$ cat config.mk
export PLATFORM = sky130hd
export DESIGN_NAME = scaled_divide_coprocessor_top
export DESIGN_NICKNAME = d
export VERILOG_FILES = /design/src/sv/sdc_pkg.sv /design/src/sv/sdc_div.sv /design/src/sv/scaled_divide_coprocessor_top.sv
export VERILOG_INCLUDE_DIRS = /design/src /design/src/sv
export SDC_FILE = /design/constraint.sdc
export NUM_CORES = 1
export LEC_CHECK = 0
export ABC_AREA = 0
export CAP_MARGIN = 20
export CORE_ASPECT_RATIO = 1.2
export CORE_UTILIZATION = 40
export DETAILED_ROUTE_END_ITERATION = 16
export DONT_BUFFER_PORTS = 1
export PLACE_DENSITY = 0.59
export SYNTH_ARGS = -nofsm -noshare
export SYNTH_HDL_FRONTEND = slang
export SYNTH_SLANG_ARGS = --single-unit
$ cat constraint.sdc
create_clock -name aclk -period 7.5 [get_ports aclk]
set_input_delay 1.125 -clock aclk [delete_from_list [all_inputs] [get_ports aclk]]
set_output_delay 1.125 -clock aclk [all_outputs]
set_load 0.01 [all_outputs]
$ cat src/sv/scaled_divide_coprocessor_top_defines.svh
// ----------------------------------------------------------------------------
// scaled divide coprocessor assertion macros
// shared concurrent assertion shorthands for the rtl
// ----------------------------------------------------------------------------
`ifndef SCALED_DIVIDE_COPROCESSOR_TOP_DEFINES_SVH
`define SCALED_DIVIDE_COPROCESSOR_TOP_DEFINES_SVH

// same-cycle implication, off during reset
`define SDC_ASSERT_SAME(label, clk, rstn, ante, cons, msg) \
    label: assert property (@(posedge clk) disable iff (!(rstn)) (ante) |-> (cons)) \
        else $error(msg);

// next-cycle implication, off during reset
`define SDC_ASSERT_NEXT(label, clk, rstn, ante, cons, msg) \
    label: assert property (@(posedge clk) disable iff (!(rstn)) (ante) |=> (cons)) \
        else $error(msg);

`endif

$ cat src/sv/sdc_pkg.sv
// ----------------------------------------------------------------------------
// sdc_pkg
// types, codes and constants of the scaled divide coprocessor
// ----------------------------------------------------------------------------
package sdc_pkg;

    // bus function codes
    localparam logic [1:0] FUNC_WRITE   = 2'd0;
    localparam logic [1:0] FUNC_READ_LO = 2'd1;
    localparam logic [1:0] FUNC_READ_HI = 2'd2;
    localparam logic [1:0] FUNC_STATUS  = 2'd3;

    // register addresses that are kept
    localparam logic [4:0] ADDR_EXPONENT  = 5'h0C;
    localparam logic [4:0] ADDR_NUMERATOR = 5'h0E;
    localparam logic [4:0] ADDR_DIV_HIGH  = 5'h16;
    localparam logic [4:0] ADDR_DIV_LOW   = 5'h15;

    localparam int NUM_W      = 8;
    localparam int EXP_W      = 5;                        // exponent 0..31
    localparam int DIVISOR_W  = 16;
    localparam int QUOT_W     = 16;
    localparam int RESULT_SHIFT = 8;
    localparam int DIVIDEND_W = NUM_W + (1 << EXP_W) - 1; // 39 bits
    // quotient bits below the result shift are never needed
    localparam int DIV_STEPS  = DIVIDEND_W - RESULT_SHIFT;
    localparam int COUNT_W    = $clog2(DIV_STEPS);

    localparam logic [7:0] STATUS_IDLE = 8'h00;
    localparam logic [7:0] FAULT_BYTE  = 8'hFF;

    typedef enum logic [0:0] {
        ST_IDLE,
        ST_CALC
    } state_t;

    typedef struct packed {
        logic                 start;
        logic [NUM_W-1:0]     numerator;
        logic [EXP_W-1:0]     exponent;
        logic [DIVISOR_W-1:0] divisor;
    } div_req_t;

    typedef struct packed {
        logic              done;
        logic [QUOT_W-1:0] quotient;
    } div_rsp_t;

endpackage

$ cat src/sv/sdc_div.sv
// ----------------------------------------------------------------------------
// sdc_div
// restoring divider, one quotient bit per cycle, keeps quotient bits 23..8
// ----------------------------------------------------------------------------
module sdc_div
    import sdc_pkg::*;
(
    input  logic     aclk,
    input  logic     aresetn,
    input  div_req_t req,
    output div_rsp_t rsp
);

    logic                  busy_reg, busy_next;
    logic                  done_reg, done_next;
    logic [COUNT_W-1:0]    count_reg, count_next;
    logic [DIVIDEND_W-1:0] dividend_reg, dividend_next;
    logic [DIVISOR_W-1:0]  divisor_reg, divisor_next;
    logic [DIVISOR_W-1:0]  rem_reg, rem_next;
    logic [QUOT_W-1:0]     quot_reg, quot_next;

    logic [DIVISOR_W:0]    trial;
    logic                  fits;

    // trial subtract of the shifted-in dividend bit
    assign trial = {rem_reg, dividend_reg[DIVIDEND_W-1]};
    assign fits  = trial >= {1'b0, divisor_reg};

    always_comb begin
        busy_next     = busy_reg;
        done_next     = 1'b0;
        count_next    = count_reg;
        dividend_next = dividend_reg;
        divisor_next  = divisor_reg;
        rem_next      = rem_reg;
        quot_next     = quot_reg;
        if (req.start) begin
            busy_next     = 1'b1;
            count_next    = '0;
            dividend_next = DIVIDEND_W'(req.numerator) << req.exponent;
            divisor_next  = req.divisor;
            rem_next      = '0;
            quot_next     = '0;
        end else if (busy_reg) begin
            rem_next      = fits ? DIVISOR_W'(trial - {1'b0, divisor_reg})
                                 : trial[DIVISOR_W-1:0];
            quot_next     = {quot_reg[QUOT_W-2:0], fits};
            dividend_next = {dividend_reg[DIVIDEND_W-2:0], 1'b0};
            count_next    = count_reg + 1'b1;
            if (count_reg == COUNT_W'(DIV_STEPS - 1)) begin
                busy_next = 1'b0;
                done_next = 1'b1;
            end
        end
    end

    always_ff @(posedge aclk) begin
        if (!aresetn) begin
            busy_reg  <= 1'b0;
            done_reg  <= 1'b0;
            count_reg <= '0;
        end else begin
            busy_reg  <= busy_next;
            done_reg  <= done_next;
            count_reg <= count_next;
        end
    end

    always_ff @(posedge aclk) begin
        dividend_reg <= dividend_next;
        divisor_reg  <= divisor_next;
        rem_reg      <= rem_next;
        quot_reg     <= quot_next;
    end

    assign rsp.done     = done_reg;
    assign rsp.quotient = quot_reg;

endmodule

$ cat src/sv/scaled_divide_coprocessor_top.sv
// ----------------------------------------------------------------------------
// scaled_divide_coprocessor_top
// byte-wide bus helper returning ((numerator << exponent) / divisor) >> 8
// ----------------------------------------------------------------------------
// every bus access is one input item and gives exactly one result item. a
// write (func 0) stores a byte at exponent 0x0C, numerator 0x0E, divisor
// low 0x15 or divisor high 0x16 and returns 0; other addresses are dropped.
// a status read (func 3) returns 0. a result read (func 1 low byte, func 2
// high byte) returns a byte of the 16-bit truncated quotient. a zero divisor
// or an exponent above 31 gives 0xff with fault set, straight away. writes,
// status reads and faulting reads load the output register in the cycle
// after the item is taken. a computed read runs the shared restoring
// divider over dividend bits 38 down to 8, one quotient bit for each; on
// the divider's registered done flag the chosen quotient byte is loaded
// into the output register, and s_ready stays low until then. the result
// sits in an output register, and a new item is taken in the same cycle
// that the waiting result is taken.
// ----------------------------------------------------------------------------
`include "scaled_divide_coprocessor_top_defines.svh"

module scaled_divide_coprocessor_top
    import sdc_pkg::*;
(
    input  logic       aclk,
    input  logic       aresetn,
    // input items
    input  logic       s_valid,
    output logic       s_ready,
    input  logic [1:0] s_func,
    input  logic [4:0] s_address,
    input  logic [7:0] s_value,
    // result items
    output logic       m_valid,
    input  logic       m_ready,
    output logic [7:0] m_read_data,
    output logic       m_fault
);

    // operand bytes
    logic [7:0] exponent_reg;
    logic [7:0] numerator_reg;
    logic [7:0] div_high_reg;
    logic [7:0] div_low_reg;

    // control
    state_t     state_reg, state_next;
    logic       sel_high_reg, sel_high_next;

    // output register
    logic       m_valid_reg, m_valid_next;
    logic [7:0] m_read_data_reg, m_read_data_next;
    logic       m_fault_reg, m_fault_next;

    logic                 accept;
    logic                 out_free;
    logic                 load_out;
    logic                 div_start;
    logic                 operands_bad;
    logic [DIVISOR_W-1:0] divisor;
    div_req_t             div_req;
    div_rsp_t             div_rsp;

    // output slot is free, or its item leaves this cycle
    assign out_free = !m_valid_reg || m_ready;
    assign s_ready  = (state_reg == ST_IDLE) && out_free;
    assign accept   = s_valid && s_ready;

    assign divisor      = {div_high_reg, div_low_reg};
    // exponent above 31 means a set bit above the low five
    assign operands_bad = (divisor == '0) || (exponent_reg[7:EXP_W] != '0);

    assign div_req.start     = div_start;
    assign div_req.numerator = numerator_reg;
    assign div_req.exponent  = exponent_reg[EXP_W-1:0];
    assign div_req.divisor   = divisor;

    // sequencer: next state and output register loading
    always_comb begin
        state_next       = state_reg;
        sel_high_next    = sel_high_reg;
        load_out         = 1'b0;
        m_read_data_next = m_read_data_reg;
        m_fault_next     = m_fault_reg;
        div_start        = 1'b0;
        unique case (state_reg)
            ST_IDLE: begin
                if (accept) begin
                    unique case (s_func) inside
                        FUNC_READ_LO, FUNC_READ_HI: begin
                            sel_high_next = (s_func == FUNC_READ_HI);
                            if (operands_bad) begin
                                // undefined cases answer at once
                                load_out         = 1'b1;
                                m_read_data_next = FAULT_BYTE;
                                m_fault_next     = 1'b1;
                            end else begin
                                div_start  = 1'b1;
                                state_next = ST_CALC;
                            end
                        end
                        FUNC_WRITE: begin
                            load_out         = 1'b1;
                            m_read_data_next = '0;
                            m_fault_next     = 1'b0;
                        end
                        FUNC_STATUS: begin
                            load_out         = 1'b1;
                            m_read_data_next = STATUS_IDLE;
                            m_fault_next     = 1'b0;
                        end
                        default: begin
                            load_out         = 1'b1;
                            m_read_data_next = '0;
                            m_fault_next     = 1'b0;
                        end
                    endcase
                end
            end
            ST_CALC: begin
                // output slot was emptied at accept, nothing fills it meanwhile
                if (div_rsp.done) begin
                    load_out         = 1'b1;
                    m_read_data_next = sel_high_reg ? div_rsp.quotient[15:8]
                                                    : div_rsp.quotient[7:0];
                    m_fault_next     = 1'b0;
                    state_next       = ST_IDLE;
                end
            end
            default: begin
                state_next = ST_IDLE;
            end
        endcase

        if (load_out) begin
            m_valid_next = 1'b1;
        end else if (m_ready) begin
            m_valid_next = 1'b0;
        end else begin
            m_valid_next = m_valid_reg;
        end
    end

    always_ff @(posedge aclk) begin
        if (!aresetn) begin
            state_reg   <= ST_IDLE;
            m_valid_reg <= 1'b0;
        end else begin
            state_reg   <= state_next;
            m_valid_reg <= m_valid_next;
        end
    end

    always_ff @(posedge aclk) begin
        sel_high_reg    <= sel_high_next;
        m_read_data_reg <= m_read_data_next;
        m_fault_reg     <= m_fault_next;
    end

    // operand byte writes
    always_ff @(posedge aclk) begin
        if (!aresetn) begin
            exponent_reg  <= '0;
            numerator_reg <= '0;
            div_high_reg  <= '0;
            div_low_reg   <= '0;
        end else if (accept && (s_func == FUNC_WRITE)) begin
            unique case (s_address)
                ADDR_EXPONENT:  exponent_reg  <= s_value;
                ADDR_NUMERATOR: numerator_reg <= s_value;
                ADDR_DIV_HIGH:  div_high_reg  <= s_value;
                ADDR_DIV_LOW:   div_low_reg   <= s_value;
                default: ;
            endcase
        end
    end

    // shared iterative divider
    sdc_div u_div (
        .aclk    (aclk),
        .aresetn (aresetn),
        .req     (div_req),
        .rsp     (div_rsp)
    );

    assign m_valid     = m_valid_reg;
    assign m_read_data = m_read_data_reg;
    assign m_fault     = m_fault_reg;

    // checks
    `SDC_ASSERT_NEXT(a_read_starts_calc, aclk, aresetn,
        accept && (s_func == FUNC_READ_LO || s_func == FUNC_READ_HI) && !operands_bad,
        state_reg == ST_CALC && !m_valid_reg, "good read did not start the divider")
    `SDC_ASSERT_SAME(a_done_only_in_calc, aclk, aresetn,
        div_rsp.done, state_reg == ST_CALC, "divider finished outside a calculation")
    `SDC_ASSERT_SAME(a_calc_output_empty, aclk, aresetn,
        state_reg == ST_CALC, !m_valid_reg, "result pending while dividing")
    `SDC_ASSERT_SAME(a_fault_byte, aclk, aresetn,
        m_valid_reg && m_fault_reg, m_read_data_reg == FAULT_BYTE, "fault without 0xff data")

endmodule
==> results of run 1 <==
[path summary, 6_finish.rpt]
kind	from	to	slack [ns]	cells past startpoint
worst min register to register	div_low_reg[6]	u_div.divisor_reg[6]	0.46	0
worst max register to register	div_low_reg[3]	u_div.dividend_reg[16]	4.32	9
worst max-delay path	s_func[0]	u_div.dividend_reg[19]	3.98	11
worst min-delay path	div_low_reg[6]	u_div.divisor_reg[6]	0.46	0
[where the power goes]
group / switching, W / total, W / internal (W) / leakage, nW
registers: 0.0000708 / 0.000949 / 0.000878 / 1.16
clock network: 0.000327 / 0.000792 / 0.000465 / 0.277
logic: 0.000175 / 0.000309 / 0.000134 / 1.48
total: 0.000573 / 0.00205 / 0.00148 / 2.92
[synth_stat cells, types with 3 or more instances]
| library cell | instances | area, um2 |
|---|---|---|
| edfxtp_1 | 65 | 1952 |
| ha_1 | 20 | 250.2 |
| mux2i_1 | 59 | 590.6 |
| a21oi_1 | 29 | 145.1 |
| or3_1 | 6 | 37.54 |
| nor4_1 | 7 | 43.79 |
| a22oi_1 | 3 | 22.52 |
| a31oi_1 | 10 | 62.56 |
| xor2_1 | 10 | 87.58 |
| a22o_1 | 4 | 35.03 |
| nand2b_1 | 9 | 56.30 |
| nor3_1 | 6 | 30.03 |
| o21a_1 | 5 | 37.54 |
| o211ai_1 | 3 | 22.52 |
| a211oi_1 | 4 | 30.03 |
| inv_1 | 25 | 93.84 |
| a21o_1 | 4 | 30.03 |
| nand2_1 | 71 | 266.5 |
| nor2_1 | 43 | 161.4 |
| xnor2_1 | 4 | 35.03 |
| nand3_1 | 17 | 85.08 |
| clkbuf_1 | 30 | 112.6 |
| o31ai_1 | 9 | 67.56 |
| nand4_1 | 12 | 75.07 |
| dfxtp_1 | 73 | 1461 |
| o21ai_0 | 43 | 215.2 |
| nor2b_1 | 40 | 250.2 |
| and2_1 | 3 | 18.77 |
| mux2_2 | 6 | 67.56 |
[cells by family after synthesis]
group | synth area share
AND/OR/NAND/NOR | 0.1744
flip-flops | 0.5051
AO/OA/AOI/OAI | 0.1266
multiplexers | 0.09739
buffers and inverters | 0.03833
adder cells (fa/ha/maj) | 0.03999
XOR/XNOR | 0.01814
[through the flow]
step                cell area [um2]  hold WS (ns)  power (W)  worst slack (ns)
floorplan                      6758        0.4298   0.001205             3.905
global placement               6898        0.4465   0.001260             3.653
detailed placement             6898        0.4477   0.001273             3.568
CTS                            7458        0.4623   0.002068             4.000
global route                   7458        0.4744   0.002156             3.531
finish                         7458        0.4600   0.002050             3.978
[metal layers]
layer  track usage  vias up
met5             0        -
met4       0.07277        0
met3       0.05047       19
met2        0.3200       85
met1        0.2089     2326
li1              -     2389
[worst register-to-register path: stages, from the launching register on]
cell and delay, ns:
dfxtp_1 0.32, nor4_1 0.43, nand4_1 0.29, nand3_2 0.12, buf_4 0.59, inv_1 0.11, buf_4 0.29, nand2_1 0.26
nor3_1 0.13, a221o_1 0.38
[final cells by class]
type,instances,share of cell area
repair buffers,4,0.004026
clock inverters,14,0.01627
flip-flops and latches,138,0.4578
inverters,26,0.01309
well taps,212,0.03556
clock buffers,18,0.05888
multi-input cells,466,0.4144
[cell usage in the layout (no fill, tap or decap), types with 7 or more instances in the layout]
master	instances
nand4_1	12
nor2_1	43
nand2b_1	9
nor4_1	7
edfxtp_1	65
o31ai_1	9
nor2b_1	40
xor2_1	10
ha_1	20
nand3_1	16
a21oi_1	29
mux2i_1	59
nand2_1	71
clkbuf_16	17
o21ai_0	43
a31oi_1	10
dfxtp_1	72
inv_1	25
==> results.json, run 1 <==
{
  "met2WireLength_mm": 7.630,
  "rsz0062_at_grt": "false",
  "place_inst": 846,
  "clock-sinks": 138,
  "setup_viol": 0,
  "grt_use_total": 0.1821,
  "leakage_nw": 2.921,
  "finalHoldViolCount": 0,
  "arrival_ns": 3.77,
  "n_antenna_cell": 0,
  "slowest_stage": "nor3_1",
  "startpoint_type": "input pin",
  "maxSlewViolCount": 0,
  "synth_nets": 706,
  "slowest_delay_ns": 0.42,
  "powerDensity_mw_per_mm2": 274.8,
  "multi_input_area_mm2": 0.003090,
  "syn_avg_cell_area_um2": 10.15,
  "hold_class": "flip-flop to flip-flop",
  "ff_latch_area_mm2": 0.003415,
  "die_width_um": 120.7,
  "grt_pass1_vias": 4682,
  "die_area_mm2": 0.01742,
  "boundaryPins": 30,
  "netlist_area_mm2": 0.006758,
  "worstMarginPinSlew_ns": 1.025,
  "path_buf_inv": 4,
  "die_height_um": 144.4,
  "port_buffers": 0,
  "status": "completed",
  "drc_errors": 0,
  "clkLatencyLatePin_ns": 0.42,
  "peakVddDrop_mv": 0.1578,
  "clk_pin_slew_ns": 0.06,
  "firstDrtPassIters": 4,
  "wl_met1_mm": 6.352,
  "placementRows": 51,
  "highest_layer": "met4",
  "slew_headroom": 0.3143,
  "min_period_ns": 3.522,
  "drt_iter0_drc": 275,
  "worstPathRequired_ns": 7.75,
  "worst_setup_path_end_kind": "flip-flop",
  "core_area_mm2": 0.01640,
  "syn2layout_area_growth_pct": 10.37,
  "initial_core_util": 0.4121,
  "cts_tree": "built",
  "postCtsResizedCells": 0,
  "ys_seq_elements": 138,
  "nFillCells": 1506,
  "crit_chain": "inv_1 > ha_1 > nor4b_1 > nand3_2 > buf_4 > inv_1 > buf_4 > nand2_1 > nor3_1 > nand2b_1 > o211ai_1",
  "finalSetupTns_ns": 0,
  "fin_skew_ns": 0.01308,
  "cts_buffer_depth": 2,
  "yosysWarnings": 0,
  "htreeDepth": 4,
  "largest_register_ffs": 39,
  "ant_nets": 0,
  "via_count": 4819,
  "wl_met3_um": 593,
  "maxCapViolations": 0,
  "cp_top_family": "simple AND/OR/NAND/NOR gates",
  "root_buffer": "clkbuf_16",
  "final_nets": 693,
  "yosysSeqAreaShare": 0.5051,
  "async_reset_ff_frac": 0,
  "place_congestion": 0.8428,
  "postCtsHoldBufs": 0,
  "routed_wl_mm": 14.85,
  "cts_buffers": 17,
  "synth-edff-count": 65,
  "final_core_util": 0.4548,
  "dpl.hpwl_mm": 10.42,
  "synthCells": 666,
  "postCtsSetupBuffers": 0,
  "antenna_found_initial": 0,
  "worst-setup-path-type": "input pin to flip-flop",
  "vias_per_cell": 5.489,
  "grt_overflow_total": 0,
  "drive_gt1_frac": 0.07357,
  "grt_pass1_wl_mm": 24.23,
  "yosysUniqueCellTypes": 64,
  "path_max_fanout": 76,
  "post-route-period-util": 0.4696,
  "wire_per_inst_um": 16.91,
  "clock.fmax_mhz": 283.9,
  "ys.flop_type": "dfxtp_1",
  "grt_max_degree": 77,
  "finalNonFillerCells": 878
}
Note: power is estimated with default switching activity, not from simulation.
==> run 2, diff against run 1 <==
Clock period 7.5 ns to 3.4 ns, I/O delays scaled along.
==> results.json, run 2 (same netlist as run 1, synthesis figures left out) <==
{
  "status": "completed",
  "htreeDepth": 4,
  "post-route-period-util": 0.8166,
  "largest_register_ffs": 39,
  "die_height_um": 144.4,
  "clock-sinks": 138,
  "crit_end": "u_div.rem_reg[7]",
  "r2r_start": "u_div.rem_reg[13]",
  "regToRegSetupSlack_ns": 0.62,
  "gr-usage-met2": 0.3264,
  "maxSlewViolCount": 0,
  "final_cell_mix": "dfxtp_1, nand2_1, edfxtp_1, mux2i_1",
  "clock.fmax_mhz": 360.2,
  "peakVddDrop_mv": 0.2665,
  "grt_use_total": 0.1840,
  "reg2reg_depth": 8,
  "final_common_cell": "dfxtp_1",
  "use_met1": 0.2156,
  "powerDensity_mw_per_mm2": 605.5,
  "final_nets": 696,
  "grt_pass1_wl_mm": 24.41,
  "busiest_layer": "met2",
  "finalNonFillerCells": 881,
  "via_count": 4813,
  "clk_pin_slew_ns": 0.06,
  "routed_wl_mm": 14.99,
  "use_met3": 0.04495,
  "multi_input_area_mm2": 0.003090,
  "cts_tree": "built",
  "path_max_fanout": 17,
  "boundaryPins": 30,
  "n_antenna_cell": 0,
  "ant_nets": 0,
  "placed_area_mm2": 0.006920,
  "port_buffers": 0,
  "crit_cells": 8,
  "finalSetupTns_ns": 0,
  "worstMarginPinSlew_ns": 0.7869,
  "grt_max_degree": 40,
  "cts_buffer_depth": 2,
  "postCtsHoldBufs": 0,
  "path_buf_inv": 0,
  "rsz0062_at_grt": "false",
  "vias_per_cell": 5.463,
  "grt_pass1_vias": 4778,
  "place_inst": 849,
  "postCtsResizedCells": 0,
  "antenna_found_initial": 0,
  "initial_core_util": 0.4121,
  "nFillCells": 1520,
  "cts_buffers": 17,
  "clkLatencyLatePin_ns": 0.43,
  "leakage_nw": 2.924,
  "min_period_ns": 2.777,
  "arrival_ns": 3.12,
  "root_buffer": "clkbuf_16",
  "finalHoldViolCount": 0,
  "worst-setup-path-type": "flip-flop to flip-flop",
  "drt_iter0_drc": 238,
  "slew_headroom": 0.4714,
  "drive_gt1_frac": 0.07175,
  "power_w": 0.004521,
  "design_area_mm2": 0.007467,
  "worstSetupStartpoint": "u_div.rem_reg[13]",
  "slowest_stage": "or2_1",
  "place_congestion": 0.7863,
  "syn2layout_area_growth_pct": 10.50,
  "startpoint_type": "flip-flop",
  "worst_setup_path_end_kind": "flip-flop",
  "postCtsSetupBuffers": 0,
  "dpl.hpwl_mm": 10.59,
  "cp_top_family": "simple AND/OR/NAND/NOR gates",
  "crit_chain": "ha_1 > a21o_1 > a211o_1 > or3_1 > nor3_2 > or2_1 > nor4b_1 > a211oi_1",
  "setup_viol": 0,
  "ff_latch_area_mm2": 0.003415,
  "drc_errors": 0,
  "die_area_mm2": 0.01742,
  "firstDrtPassIters": 5,
  "core_area_mm2": 0.01640,
  "grt_overflow_total": 0,
  "fin_skew_ns": 0.01044,
  "die_width_um": 120.7,
  "placementRows": 51,
  "worstPathRequired_ns": 3.74,
  "wire_per_inst_um": 17.02,
  "hold_class": "input pin to flip-flop",
  "slowest_delay_ns": 0.57,
  "r2r-end": "u_div.rem_reg[7]",
  "maxCapViolations": 0
}
run 2: cell types whose count changed in the layout (fill, tap and decap cells not counted):
| cell | previous run | this run |
|---|---|---|
| clkbuf_1 | 0 | 4 |
| clkinv_2 | 4 | 3 |
| buf_4 | 4 | 7 |
| clkinv_4 | 3 | 1 |
| inv_4 | 2 | 1 |
run 2: worst min path at each step:
stage                    from                    to  slack (ns)  depth (start not counted)
2_1_floorplan  div_low_reg[0]  u_div.divisor_reg[0]        0.43                          0
3_3_place_gp   div_low_reg[5]  u_div.divisor_reg[5]        0.44                          0
3_5_place_dp   div_low_reg[7]  u_div.divisor_reg[7]        0.45                          0
4_1_cts               aresetn      numerator_reg[6]        0.21                          1
5_1_grt               aresetn               m_valid        0.21                          1
6_report              aresetn        div_low_reg[4]        0.22                          1
run 2: layout make-up:
cell class                 instances  share of cell area
sequential                       138              0.4573
multi-input combinational        466              0.4139
clock buffer                      22             0.06082
tap                              212             0.03552
inverter                          26             0.01307
clock inverter                    10             0.01240
timing repair buffer               7            0.007038
run 2: stage by stage:
stage | hold WS, ns | setup slack [ns] | utilization
2_1_floorplan | 0.4298 | 0.4203 | -
3_3_place_gp | 0.4428 | 0.6380 | 0.4220
3_5_place_dp | 0.4487 | 0.4079 | 0.4220
4_1_cts | 0.2099 | 0.6210 | 0.4553
5_1_grt | 0.2105 | 0.4355 | 0.4553
6_report | 0.2225 | 0.6235 | 0.4553
run 2: power breakdown:
group          internal, W  switching (W)  leakage [nW]
clock network      0.00103       0.000716         0.265
registers          0.00194       0.000159          1.16
logic             0.000299       0.000384          1.50
run 2: routing by layer:
metal | part of all wire | wire length (um)
met2 | 0.51 | 7617
met5 | 0 | 0
met4 | 0.010 | 154
met3 | 0.039 | 578
met1 | 0.44 | 6641
